### src/hdl/lpfr_pkg.sv
// Package for the length-prefixed frame receiver.
// Holds framing byte codes, error codes, parser phases and the result struct.
// No dependencies.
package lpfr_pkg;

  localparam int unsigned ApbAddrWidth = 3;
  localparam int unsigned ApbDataWidth = 32;
  localparam int unsigned LenWidth     = 16;

  localparam logic [7:0] ByteSoh = 8'h01;
  localparam logic [7:0] ByteStx = 8'h02;
  localparam logic [7:0] ByteEtx = 8'h03;

  localparam logic [LenWidth-1:0] FramingBytes  = 16'd5;
  localparam logic [LenWidth-1:0] MaxLenDefault = 16'd1024;

  // register index of max_total_length
  localparam logic RegMaxLen = 1'b0;

  typedef enum logic [2:0] {
    ERR_NONE   = 3'd0,
    ERR_SOH    = 3'd1,
    ERR_LENGTH = 3'd2,
    ERR_STX    = 3'd3,
    ERR_ETX    = 3'd4
  } err_e;

  typedef enum logic [5:0] {
    PH_HUNT    = 6'b000001,
    PH_LEN_HI  = 6'b000010,
    PH_LEN_LO  = 6'b000100,
    PH_STX     = 6'b001000,
    PH_PAYLOAD = 6'b010000,
    PH_ETX     = 6'b100000
  } phase_e;

  typedef struct packed {
    logic [7:0] payload_byte;
    logic       payload_valid;
    logic       frame_end;
    err_e       frame_error;
  } result_t;

endpackage

### src/hdl/lpfr_apb_regs.sv
// APB register file of the frame receiver: holds max_total_length.
// Depends on lpfr_pkg.
module lpfr_apb_regs (
  input  logic                                 clk_i,
  input  logic                                 rst_ni,
  input  logic                                 psel,
  input  logic                                 penable,
  input  logic                                 pwrite,
  input  logic [lpfr_pkg::ApbAddrWidth-1:0]    paddr,
  input  logic [lpfr_pkg::ApbDataWidth-1:0]    pwdata,
  output logic [lpfr_pkg::ApbDataWidth-1:0]    prdata,
  output logic                                 pready,
  output logic [lpfr_pkg::LenWidth-1:0]        max_len_o
);
  import lpfr_pkg::*;

  logic [LenWidth-1:0] max_len_q, max_len_d;
  logic                wr_en;
  logic                sel_max;

  assign pready  = 1'b1;
  assign sel_max = (paddr[ApbAddrWidth-1] == RegMaxLen);
  assign wr_en   = psel & penable & pwrite & pready & sel_max;

  always_comb begin
    max_len_d = max_len_q;
    if (wr_en) begin
      max_len_d = pwdata[LenWidth-1:0];
    end
  end

  always_ff @(posedge clk_i or negedge rst_ni) begin
    if (!rst_ni) begin
      max_len_q <= MaxLenDefault;
    end else begin
      max_len_q <= max_len_d;
    end
  end

  assign prdata    = sel_max ? {{(ApbDataWidth-LenWidth){1'b0}}, max_len_q} : '0;
  assign max_len_o = max_len_q;

endmodule

### src/hdl/lpfr_parser.sv
// Frame parser: phase, length high byte and remaining payload count.
// Computes one result per byte; state advances when the pipeline moves.
// Depends on lpfr_pkg.
module lpfr_parser (
  input  logic                          clk_i,
  input  logic                          rst_ni,
  input  logic                          advance_i,
  input  logic [7:0]                    rx_byte_i,
  input  logic [lpfr_pkg::LenWidth-1:0] max_len_i,
  output lpfr_pkg::result_t             result_o
);
  import lpfr_pkg::*;

  phase_e              phase_q, phase_d;
  logic [7:0]          len_hi_q, len_hi_d;
  logic [LenWidth-1:0] left_q, left_d;
  logic [LenWidth-1:0] total;
  logic [LenWidth-1:0] left_dec;
  result_t             res;

  assign total    = {len_hi_q, rx_byte_i};
  assign left_dec = (left_q != '0) ? left_q - 16'd1 : left_q;

  always_comb begin
    phase_d = phase_q;
    len_hi_d = len_hi_q;
    left_d = left_q;
    res = '{payload_byte: 8'h00, payload_valid: 1'b0, frame_end: 1'b0,
            frame_error: ERR_NONE};
    case (phase_q)
      PH_LEN_HI: begin
        len_hi_d = rx_byte_i;
        phase_d  = PH_LEN_LO;
      end
      PH_LEN_LO: begin
        if ((total < FramingBytes) || (total > max_len_i)) begin
          res.frame_error = ERR_LENGTH;
          phase_d = PH_HUNT;
        end else begin
          left_d  = total - FramingBytes;
          phase_d = PH_STX;
        end
      end
      PH_STX: begin
        if (rx_byte_i != ByteStx) begin
          res.frame_error = ERR_STX;
          phase_d = PH_HUNT;
        end else begin
          phase_d = (left_q == '0) ? PH_ETX : PH_PAYLOAD;
        end
      end
      PH_PAYLOAD: begin
        res.payload_byte  = rx_byte_i;
        res.payload_valid = 1'b1;
        left_d = left_dec;
        if (left_dec == '0) begin
          phase_d = PH_ETX;
        end
      end
      PH_ETX: begin
        if (rx_byte_i == ByteEtx) begin
          res.frame_end = 1'b1;
        end else begin
          res.frame_error = ERR_ETX;
        end
        phase_d = PH_HUNT;
      end
      default: begin
        if (rx_byte_i == ByteSoh) begin
          phase_d = PH_LEN_HI;
        end else begin
          res.frame_error = ERR_SOH;
          phase_d = PH_HUNT;
        end
      end
    endcase
  end

  always_ff @(posedge clk_i or negedge rst_ni) begin
    if (!rst_ni) begin
      phase_q  <= PH_HUNT;
      len_hi_q <= 8'h00;
      left_q   <= '0;
    end else if (advance_i) begin
      phase_q  <= phase_d;
      len_hi_q <= len_hi_d;
      left_q   <= left_d;
    end
  end

  assign result_o = res;

  a_err_to_hunt: assert property (@(posedge clk_i) disable iff (!rst_ni)
    advance_i && (res.frame_error != ERR_NONE) |=> phase_q == PH_HUNT)
    else $error("parser did not return to hunting after an error");

  a_end_to_hunt: assert property (@(posedge clk_i) disable iff (!rst_ni)
    advance_i && res.frame_end |=> phase_q == PH_HUNT)
    else $error("parser did not return to hunting after end of frame");

  a_payload_clean: assert property (@(posedge clk_i) disable iff (!rst_ni)
    res.payload_valid |-> (res.frame_error == ERR_NONE) && !res.frame_end)
    else $error("payload byte flagged together with end or error");

  a_etx_after_count: assert property (@(posedge clk_i) disable iff (!rst_ni)
    advance_i && (phase_q == PH_PAYLOAD) && (left_q == 16'd1) |=> phase_q == PH_ETX)
    else $error("last payload byte did not lead to the ETX check");

endmodule

### src/hdl/length_prefixed_frame_receiver.sv
// Top level of the length-prefixed frame receiver.
// Instantiates lpfr_apb_regs and lpfr_parser; depends on lpfr_pkg.
//
// Usage:
//   Feed received link bytes on the s_axis channel (tdata = rx_byte), one
//   transaction per byte. Every input byte yields exactly one output
//   transaction on m_axis: tdata carries the payload byte (zero when none),
//   tuser[0] flags a payload byte, tuser[3:1] carries the error code
//   (0 none, 1 not SOH, 2 bad length, 3 not STX, 4 not ETX) and tlast marks
//   a correct ETX that closed the frame.
//   max_total_length sits at APB address 0 (reset value 1024); write it
//   only while no byte is in flight.
// Pipeline and throughput:
//   A byte is captured in the input register, parsed there by the phase logic
//   and lands in the output register once that register is free or draining.
//   One byte per cycle is sustained while m_axis_tready stays high; the
//   single-byte phase update is the only work per transaction.
// Reset: rst_ni clears both pipeline valids, the parser returns to hunting
//   for SOH and max_total_length returns to 1024.
// Stall: while m_axis_tready is low the result holds; one more byte is
//   taken into the input register, then s_axis_tready drops.
module length_prefixed_frame_receiver (
  input  logic                                 clk_i,
  input  logic                                 rst_ni,
  // input stream
  input  logic                                 s_axis_tvalid,
  output logic                                 s_axis_tready,
  input  logic [7:0]                           s_axis_tdata,  // [7:0] rx_byte
  // output stream
  output logic                                 m_axis_tvalid,
  input  logic                                 m_axis_tready,
  output logic [7:0]                           m_axis_tdata,  // [7:0] payload_byte
  output logic [3:0]                           m_axis_tuser,  // [0] payload_valid,
                                                              // [3:1] frame_error
  output logic                                 m_axis_tlast,  // frame_end
  // configuration
  input  logic                                 psel,
  input  logic                                 penable,
  input  logic                                 pwrite,
  input  logic [lpfr_pkg::ApbAddrWidth-1:0]    paddr,
  input  logic [lpfr_pkg::ApbDataWidth-1:0]    pwdata,
  output logic [lpfr_pkg::ApbDataWidth-1:0]    prdata,
  output logic                                 pready
);
  import lpfr_pkg::*;

  logic                in_valid_q, in_valid_d;
  logic [7:0]          in_byte_q;
  logic                out_valid_q, out_valid_d;
  result_t             out_res_q;
  result_t             parse_res;
  logic [LenWidth-1:0] max_len;
  logic                advance;
  logic                in_take;

  lpfr_apb_regs u_regs (
    .clk_i     (clk_i),
    .rst_ni    (rst_ni),
    .psel      (psel),
    .penable   (penable),
    .pwrite    (pwrite),
    .paddr     (paddr),
    .pwdata    (pwdata),
    .prdata    (prdata),
    .pready    (pready),
    .max_len_o (max_len)
  );

  // Move the captured byte into the result register whenever the result
  // slot is empty or being drained this cycle.
  assign advance       = in_valid_q & (~out_valid_q | m_axis_tready);
  assign s_axis_tready = ~in_valid_q | advance;
  assign in_take       = s_axis_tvalid & s_axis_tready;

  lpfr_parser u_parser (
    .clk_i     (clk_i),
    .rst_ni    (rst_ni),
    .advance_i (advance),
    .rx_byte_i (in_byte_q),
    .max_len_i (max_len),
    .result_o  (parse_res)
  );

  always_comb begin
    in_valid_d = in_valid_q;
    if (in_take) begin
      in_valid_d = 1'b1;
    end else if (advance) begin
      in_valid_d = 1'b0;
    end
    out_valid_d = out_valid_q;
    if (advance) begin
      out_valid_d = 1'b1;
    end else if (m_axis_tready) begin
      out_valid_d = 1'b0;
    end
  end

  always_ff @(posedge clk_i or negedge rst_ni) begin
    if (!rst_ni) begin
      in_valid_q  <= 1'b0;
      out_valid_q <= 1'b0;
    end else begin
      in_valid_q  <= in_valid_d;
      out_valid_q <= out_valid_d;
    end
  end

  // Payload registers: no reset needed.
  always_ff @(posedge clk_i) begin
    if (in_take) begin
      in_byte_q <= s_axis_tdata;
    end
    if (advance) begin
      out_res_q <= parse_res;
    end
  end

  assign m_axis_tvalid = out_valid_q;
  assign m_axis_tdata  = out_res_q.payload_byte;
  assign m_axis_tuser  = {out_res_q.frame_error, out_res_q.payload_valid};
  assign m_axis_tlast  = out_res_q.frame_end;

  a_no_drop: assert property (@(posedge clk_i) disable iff (!rst_ni)
    out_valid_q && !m_axis_tready |=> out_valid_q)
    else $error("stalled result was dropped");

endmodule
### config.mk
export PLATFORM = sky130hd
export DESIGN_NAME = length_prefixed_frame_receiver
export DESIGN_NICKNAME = d
export VERILOG_FILES = /design/src/hdl/lpfr_pkg.sv /design/src/hdl/lpfr_apb_regs.sv /design/src/hdl/lpfr_parser.sv /design/src/hdl/length_prefixed_frame_receiver.sv
export SDC_FILE = /design/constraint.sdc
export NUM_CORES = 1
export LEC_CHECK = 0
export BUFFER_PORTS_ARGS = -buffer_cell sky130_fd_sc_hd__buf_2
export CAP_MARGIN = 20
export CORE_UTILIZATION = 43
export CTS_CLUSTER_DIAMETER = 200
export DETAILED_ROUTE_END_ITERATION = 10
export PLACE_DENSITY = 0.66
export SKIP_CTS_REPAIR_TIMING = 1
export SLEW_MARGIN = 20
export SYNTH_ARGS = -nofsm -noshare
export SYNTH_HDL_FRONTEND = slang
export SYNTH_SLANG_ARGS = --single-unit
### constraint.sdc
create_clock -name clk_i -period 5.9 [get_ports clk_i]
set_input_delay 0 -clock clk_i [delete_from_list [all_inputs] [get_ports clk_i]]
set_output_delay 0 -clock clk_i [all_outputs]
set_load 0.02 [all_outputs]
After elaboration in Yosys (flattened, before gate mapping)
Index checks and enable logic that the tools add are counted.
- flip-flop bits (word level): 69
- latch bits: 0
- bits in writable memories: 0
- bits in read-only memories: 0
- input port bits: 50
- output and inout port bits: 48
- word-level logic and storage cells: 67
- memories kept: 0
- $add $sub $neg: 2
- multiply operators: 0
- div/mod/pow operators: 0
- $lt $le $gt $ge: 2
- equality and inequality tests: 10
- shifts and indexed selects: 0
- mux-type cells: 21
- bitwise logic cells: 10
- reduce and logical (&&, ||, !) cells: 11
- operators with widths (kind ; count):
    16-bit 2-to-1 mux ; 3
    16-bit logical NOT ; 2
    16-bit one-hot mux with 2 select lines ; 1
    6-bit one-hot mux with 5 select lines ; 1
    6-bit 2-to-1 mux ; 3
    16-bit > comparator ; 1
    16-bit by 3-bit < comparator with 1-bit output, second input constant ; 1
    16-bit nonzero test ; 1
    16-bit by 1-bit subtractor with 16-bit output, second input constant ; 1
    16-bit by 3-bit subtractor with 16-bit output, second input constant ; 1
    3-bit one-hot mux with 4 select lines ; 1
    8-bit by 1-bit == test with 1-bit output, second input constant ; 1
    8-bit by 2-bit == test with 1-bit output, second input constant ; 1
    8-bit by 2-bit != test with 1-bit output, second input constant ; 1
    1-bit 2-to-1 mux ; 7
    6-bit by 2-bit == test with 1-bit output, second input constant ; 1
    6-bit by 3-bit == test with 1-bit output, second input constant ; 1
    6-bit by 4-bit == test with 1-bit output, second input constant ; 1
    6-bit by 5-bit == test with 1-bit output, second input constant ; 1
    6-bit == test, second input constant ; 1
    2-bit 2-to-1 mux ; 3
    2-bit nonzero test ; 3
    1-bit AND ; 5
    4-bit 2-to-1 mux ; 1
    9 further kinds ; 13

Logic depth before layout (Yosys ltp)
Gate-level depths: netlist of the first run.
- word-level depth: 6
- mapped depth: 10
- gate-level depth less buffers: 9

Modules after synthesis
From an unflattened synthesis of the first run, not the netlist that was laid out.
- cell total of the unflattened synthesis: 458
- area, all modules: 4508.1 µm²
- by module, submodules not included (module ; times used ; cells each ; area each (µm²) ; seq. area each (µm²)):
    lpfr_parser ; 1 ; 359 ; 2872.8 ; 752.0
    lpfr_apb_regs ; 1 ; 70 ; 900.9 ; 401.6
    length_prefixed_frame_receiver ; 1 ; 29 ; 734.5 ; 680.7

Least setup slack after synthesis of the first run
OpenSTA, ideal clock, no wires.
- path kind: flip-flop to flip-flop
- start point: register u_parser.left_q[0]
- end point: register u_parser.phase_q[4]
- library setup time: 0.125 ns
- data arrival time: 2.510 ns
- required time: 5.775 ns
- slack: 3.265 ns
- cell stages (with the launch flop): 9
- buffers on the path: 0
- clock period less this slack: 2.635 ns
- cells stage by stage: dfrtp_1 inv_1 ha_1 or4b_2 o211ai_2 or4b_1 nand3_1 a31oi_1 mux2_2
- longest elaborated chain between the ends: 5
- elaborated cells between the ends (all ways): 10
- classes of those cells: 1 x add/sub; 1 x eq/ne; 4 x mux; 4 x reduce/logical
- RTL lines (item ; line ; source):
    start: declaration ; lpfr_parser.sv:16 ; logic [LenWidth-1:0] left_q, left_d;
    start signal: assignment ; lpfr_parser.sv:87 ; left_q <= left_d;
    16-bit by 1-bit subtractor with 16-bit output / 16-bit nonzero test (equally long branches) ; lpfr_parser.sv:22 ; assign left_dec = (left_q != '0) ? left_q - 16'd1 : left_q;
    16-bit 2-to-1 mux ; lpfr_parser.sv:22 ;
    16-bit logical NOT ; lpfr_parser.sv:56 ; if (left_dec == '0) begin
    2-bit by 1-bit != test with 1-bit output (no source line) ; -- ;
    2-bit AND reduction (no source line) ; -- ;
    end signal: assignment ; lpfr_parser.sv:85 ; phase_q <= phase_d;
    end: declaration ; lpfr_parser.sv:14 ; phase_e phase_q, phase_d;
Parallel ways exist; a longest one is shown, timed or not.
A chain may end at the register's enable or synchronous reset.

Final worst setup path of the first run
Same ends and word-level chain as after synthesis.

==> run_results.csv, run 1 <==
group,metric,value,unit
outcome,status,"finished, final reports clean",
setup_path,crit_chain,"inv_1 -> ha_1 -> or4b_2 -> o211ai_2 -> or4b_1 -> nand3_1 -> a31oi_1 -> mux2_2",
synthesis,async_flop_share,0.696,
placed_design,numPlacedInstances,624,
synthesis,syn_avg_cell_area,9.51,um2
global_routing,grt.overflow.total,0,
timing,finalCritPeriodShare,0.522,
setup_path,path_max_fanout,8,
cells_and_area,antenna_cells,0,
synthesis,yosysUniqueCellTypes,55,
setup_path,crit_arrival,3.31,ns
placed_design,dp_hpwl,6820,um
synthesis,synth_top_family_by_area,"simple AND/OR/NAND/NOR gates",
global_routing,grtUsageTotal,0.201,
clock_tree,clock_path_buffers,2,
timing,slew_viol_final,0,
setup_path,cp_slowest_cell,"or4b_2",
pwr,irDropWorstVdd,0.183,mV
synthesis,synth_area_leaders,"dfrtp_1 27%, edfxtp_1 15%, ha_1 6.2%",
setup_path,crit_type,"reg2reg",
floorplanning,start_util,0.450,
timing,worst_pin_slew,0.823,ns
timing,tns,0,ns
drt,drt-total-wl,9780,um
setup_path,slowest_delay,0.66,ns
cells_and_area,final_cells,668,
floorplanning,io_pins,98,
clock_tree,htreeDepth,3,
synthesis,yosysMostFrequentCell,"nor2_1",
synthesis,synth_cells,446,
drt,ant_nets,0,
synthesis,synth_top_area_share,0.271,
synthesis,synth_xor_area_frac,0.0330,
timing,maxClockFrequency,0.325,GHz
synthesis,synth_top_area_cell,"dfrtp_1",
synthesis,ys_seq_area_frac,0.432,
timing,final-setup-viol-count,0,
synthesis,synth-compound-area-share,0.135,
placed_design,port_buffers,62,
floorplanning,placementRows,35,
global_routing,antenna_found_initial,0,
clock_tree,clk_pin_slew_worst_paths,0.09,ns
synthesis,synthAdderAreaFrac,0.0619,
synthesis,synth-edff-count,21,
drt,post_drt_wl_per_cell,14.6,um
drt,drc,0,
timing,hold_violations,0,
clock_tree,clkLatencyLatePin,0.35,ns
synthesis,synth.area.mux_share,0.0631,
cells_and_area,stdcell_area,0.00507,mm2
timing,skew,0.0116,ns
drt,vias,3521,
run,cap_viol_max_count,0,
timing,rsz0062_at_grt,"no",
clock_tree,cts_buffers,9,
synthesis,synth-simple-area-share,0.205,
global_routing,first_global_vias,3177,
pwr,p_leak,2.35,nW
setup_path,start_kind,"flop",
placed_design,dpl_worst_slack,2.84,ns
floorplanning,die_y,101,um
cells_and_area,area_delta_synth_final,19.6,%
synthesis,synth_top_flop_cell,"dfrtp_1",
clock_tree,clockRootBuffer,"clkbuf_8",
setup_path,worstPathRequired,6.14,ns
synthesis,synth_common_cells,"60 x nor2_1, 46 x dfrtp_1, 34 x nand2_1, 31 x o21ai_0, 25 x a21oi_1",
cells_and_area,drive_gt1_frac,0.208,
synthesis,synth.yosys.warnings,0,
setup_path,worst-path-buf-inv,1,
floorplanning,fp.dieW,101,um
drt,first_pass_iters,4,
timing,maxSlewHeadroom,0.448,
setup_path,path_delay_family,"simple AND/OR/NAND/NOR gates",
min_path,hold_class,"in2async",
timing,layout_setup_ws,2.82,ns
global_routing,grt_pass1_wl,15700,um
drt,drt_iter0_drc,269,
floorplanning,core,0.00942,mm2
drt,viasPerCell,5.27,
cells_and_area,utilization,0.539,
clock_tree,clkSinkCount,69,
pwr,power_density,231,mW/mm2
placed_design,globalplace.congestion,0.866,
placed_design,postPlaceCellArea,0.00459,mm2
setup_path,end_kind,"flop",
clock_tree,cts_tree,"yes",
global_routing,grt_max_degree,49,
floorplanning,dieArea,0.0103,mm2
setup_path,reg2reg_slack,2.82,ns
cells_and_area,nets,605,
synthesis,syn_area,0.00424,mm2
timing,period_minus_slack,3.08,ns
synthesis,ys_ff_latch,69,
per-layer routing:
layer  GRT usage  vias up  wire (um)
li1            -     1742          -
met5           0        -          0
met2       0.331      100       4740
met1       0.265     1666       4460
met3      0.0338       13        425
met4      0.0792        0        157
sequential cells by signal (all words and copies together) (netlist names):
name	count
u_parser.left_q	16
m_axis_tuser	4
in_byte_q	8
in_valid_q	1
m_axis_tlast	1
m_axis_tdata	8
u_parser.phase_q	6
m_axis_tvalid	1
u_regs.max_len_o	16
u_parser.len_hi_q	8
cell families after synthesis:
logic type	Yosys count
AOI/OAI and AO/OA	89
muxes	24
and+or+nand+nor	170
adders and majority gates	21
DFF	69
other	2
buffers and inverters	55
xor gates and xnor gates	16
final cells by class:
cell class	count	area (um2)
fill	852	4340
multi-input combinational	337	2180
sequential	69	1830
timing repair buffer	92	606
tap	129	161
clock buffer	10	128
inverter	25	93.8
clock inverter	6	71.3
placed cells by master, fill, tap and decap left out, types with 7 or more instances in the layout:
| cell type | instances |
|---|---|
| xor2_1 | 9 |
| xnor2_1 | 7 |
| nor2_1 | 60 |
| and2_1 | 10 |
| nor4_1 | 8 |
| mux2_2 | 22 |
| o21ai_0 | 31 |
| a21oi_1 | 25 |
| edfxtp_1 | 21 |
| o22a_1 | 8 |
| buf_2 | 62 |
| nand4_1 | 9 |
| dlygate4sd3_1 | 28 |
| dfrtp_1 | 46 |
| nor3_1 | 12 |
| conb_1 | 17 |
| nand2_1 | 34 |
| clkbuf_8 | 9 |
| inv_1 | 24 |
| ha_1 | 21 |
path summary, 6_finish.rpt:
path                                                 from                              end  cells past startpoint
min in group clk_i                        s_axis_tdata[1]           in_byte_q[1]$_DFFE_PP_                      2
hold / removal                                     rst_ni           in_valid_q$_DFFE_PN0P_                      3
max in group asynchronous                          rst_ni  u_regs.max_len_o[5]$_DFFE_PN0P_                      3
setup / recovery           u_parser.left_q[0]$_DFFE_PN0P_  u_parser.phase_q[4]$_DFFE_PN0P_                      8
setup reg to reg           u_parser.left_q[0]$_DFFE_PN0P_  u_parser.phase_q[4]$_DFFE_PN0P_                      8
hold reg to reg                    in_valid_q$_DFFE_PN0P_        m_axis_tvalid$_DFFE_PN0P_                      1
where the power goes:
part | total, mW | switching, mW | internal (mW)
Sequential | 0.555 | 0.0243 | 0.531
Clock | 0.401 | 0.201 | 0.200
Combinational | 0.219 | 0.126 | 0.0923
Total | 1.17 | 0.351 | 0.823
worst register-to-register path, delay by kind of cell (launching register included):
| family | cells | cell delay (ns) |
|---|---|---|
| adder cells (fa/ha/maj) | 1 | 0.29 |
| AND/OR/NAND/NOR | 3 | 0.97 |
| flip-flops | 1 | 0.42 |
| AO/OA/AOI/OAI | 2 | 0.79 |
| multiplexers | 1 | 0.39 |
| buffers and inverters | 1 | 0.11 |
stage by stage:
stage          total power, mW  hold slack, ns
2_1_floorplan            0.708          -0.296
3_3_place_gp             0.762           0.158
3_5_place_dp             0.769           0.164
4_1_cts                   1.17          -0.215
5_1_grt                   1.24           0.351
6_report                  1.17           0.307
Power figures use the tool's default switching activity.
==> inputs of run 2 (changes only) <==
ABC_AREA = 1   (was default)
PLACE_DENSITY = 0.68   (was 0.66)
clock period = 2.6 ns   (was 5.9 ns; I/O delays follow)
==> run_results.csv, run 2 <==
group,metric,value,unit
timing,finalCritPeriodShare,0.905,
synthesis,synth_area_leaders,"dfrtp_1 26%, edfxtp_1 14%, nand2_1 13%",
synthesis,synth_common_cells,"148 x nand2_1, 94 x nor2_1, 64 x inv_1, 46 x dfrtp_1, 35 x o21ai_0",
timing,skew,0.0180,ns
timing,period_minus_slack,2.35,ns
cells_and_area,drive_gt1_frac,0.170,
drt,ant_nets,0,
floorplanning,core,0.00986,mm2
setup_path,path_max_fanout,17,
clock_tree,clock_path_buffers,2,
synthesis,ys_ff_latch,69,
clock_tree,cts_buffers,9,
pwr,power_density,543,mW/mm2
drt,post_drt_wl_per_cell,12.8,um
synthesis,synth_top_area_cell,"dfrtp_1",
drt,vias,3969,
floorplanning,die_y,103,um
setup_path,timing.rr.start,"in_byte_q[0]$_DFFE_PP_",
setup_path,r2r_cells,15,
global_routing,grt_max_degree,33,
global_routing,grt_pass1_wl,16300,um
drt,viasPerCell,4.87,
placed_design,port_buffers,62,
drt,drt-total-wl,10400,um
min_path,hold_class,"in2async",
cells_and_area,final_cells,815,
drt,drc,0,
global_routing,first_global_vias,3563,
setup_path,crit_type,"reg2reg",
global_routing,grtUsageTotal,0.200,
floorplanning,start_util,0.447,
global_routing,antenna_found_initial,0,
placed_design,numPlacedInstances,770,
clock_tree,clockRootBuffer,"clkbuf_8",
timing,final-setup-viol-count,0,
clock_tree,htreeDepth,3,
setup_path,start_kind,"flop",
setup_path,crit_path_end,"u_parser.left_q[12]$_DFFE_PN0P_",
cells_and_area,area_delta_synth_final,19.5,%
timing,rsz0062_at_grt,"no",
clock_tree,clkLatencyLatePin,0.35,ns
synthesis,synth_top_flop_cell,"dfrtp_1",
timing,hold_violations,0,
timing,slew_viol_final,0,
synthesis,ys_seq_area_frac,0.416,
cells_and_area,nFillCells,949,
cells_and_area,antenna_cells,0,
floorplanning,placementRows,36,
outcome,status,"finished, final reports clean",
timing,maxClockFrequency,0.425,GHz
setup_path,crit_arrival,2.58,ns
synthesis,synth.yosys.warnings,0,
synthesis,yosysMostFrequentCell,"nand2_1",
synthesis,syn_area,0.00441,mm2
drt,first_pass_iters,5,
setup_path,end_kind,"flop",
pwr,irDropWorstVdd,0.377,mV
setup_path,worstPathRequired,2.82,ns
synthesis,synth-edff-count,21,
synthesis,async_flop_share,0.696,
run,cap_viol_max_count,0,
synthesis,syn_avg_cell_area,7.54,um2
timing,worst_pin_slew,0.726,ns
placed_design,globalplace.congestion,0.865,
clock_tree,clk_pin_slew_worst_paths,0.09,ns
setup_path,cp-startpoint,"in_byte_q[0]$_DFFE_PP_",
cells_and_area,nets,748,
synthesis,yosysUniqueCellTypes,35,
timing,tns,0,ns
pwr,p_leak,2.64,nW
setup_path,reg2reg_slack,0.25,ns
floorplanning,dieArea,0.0107,mm2
timing,maxSlewHeadroom,0.515,
setup_path,r2r-end,"u_parser.left_q[12]$_DFFE_PN0P_",
placed_design,dp_hpwl,7430,um
global_routing,grt.overflow.total,0,
floorplanning,fp.dieW,103,um
synthesis,synth_cells,585,
clock_tree,cts_tree,"yes",
cells_and_area,layout_common_cells,"148 x nand2_1, 94 x nor2_1, 64 x inv_1, 62 x buf_2, 46 x dfrtp_1",
cells_and_area,final_common_cell,"nand2_1",
floorplanning,io_pins,98,
drt,drt_iter0_drc,188,
clock_tree,clkSinkCount,69,
synthesis,synth_top_area_share,0.261,
run 2: cell types whose count changed in the layout (fill, tap and decap cells not counted), moves of 10 or more:
cell and change:
nand2_1 +114, inv_1 +40, nor2_1 +34, nand3_1 +24, mux2_2 -22, and2_1 -10
nor3_1 -10
run 2: how the worst min path moves through the flow:
stage | slack [ns] | end | start | cells after the start
after floorplan | -0.30 | in_valid_q$_DFFE_PN0P_ | rst_ni | 0
after global placement | -0.003 | u_parser.left_q[14]$_DFFE_PN0P_ | rst_ni | 1
after detailed placement | 0.003 | u_parser.left_q[7]$_DFFE_PN0P_ | rst_ni | 1
after CTS | -0.37 | u_parser.phase_q[4]$_DFFE_PN0P_ | rst_ni | 1
after global routing | 0.20 | u_parser.phase_q[2]$_DFFE_PN0P_ | rst_ni | 2
final | 0.15 | u_parser.phase_q[4]$_DFFE_PN0P_ | rst_ni | 2
run 2: layout make-up:
| type | instances | area (um2) | share of cell area |
|---|---|---|---|
| Sequential cell | 69 | 1830 | 0.348 |
| Tap cell | 133 | 166 | 0.0316 |
| Clock inverter | 7 | 73.8 | 0.0140 |
| Multi-Input combinational cell | 433 | 2180 | 0.413 |
| Timing Repair Buffer | 95 | 632 | 0.120 |
| Clock buffer | 9 | 124 | 0.0235 |
| Inverter | 69 | 262 | 0.0496 |
run 2: cell families (layout without fill, tap and decap cells):
group           after synthesis  after routing  synth area share
flops                        69             69             0.416
compound gates               78             78            0.0979
other cells                   2             17           0.00170
fa+ha+maj                    21             21            0.0596
simple gates                308            308             0.304
xor+xnor                      9              9            0.0179
buf+inv                      98            180             0.103
run 2: critical path: stages (launching register included):
cell,delay (ns)
edfxtp_1,0.45
inv_1,0.22
ha_1,0.23
nor2_1,0.07
nor2_1,0.15
nand2_2,0.11
nor2_4,0.14
inv_2,0.06
nor2_4,0.09
nand3_2,0.07
nand2_2,0.12
nand2_4,0.07
nand2_4,0.16
inv_4,0.13
nand2_1,0.09
o21ai_2,0.05
run 2: per-layer routing:
layer | track usage | routed length [um]
met5 | 0 | 0
met4 | 0.0628 | 180
met3 | 0.0491 | 620
met2 | 0.327 | 4980
met1 | 0.262 | 4640
run 2: where the power goes:
part | switching [mW] | internal, mW | total (mW)
clock | 0.440 | 0.446 | 0.886
combinational | 0.430 | 0.240 | 0.670
sequential | 0.0673 | 1.24 | 1.30
total | 0.937 | 1.92 | 2.86
run 2: through the flow:
step	cell area, um2	hold WS [ns]	setup slack [ns]	util	power, mW
finish	5270	0.147	0.247	0.534	2.86
global placement	4780	-0.00288	0.322	0.485	1.93
detailed placement	4780	0.00327	0.267	0.485	1.95
floorplan	4470	-0.296	0.627	-	1.78
CTS	4980	-0.373	0.238	0.505	2.84
global route	5270	0.195	0.0678	0.534	3.03
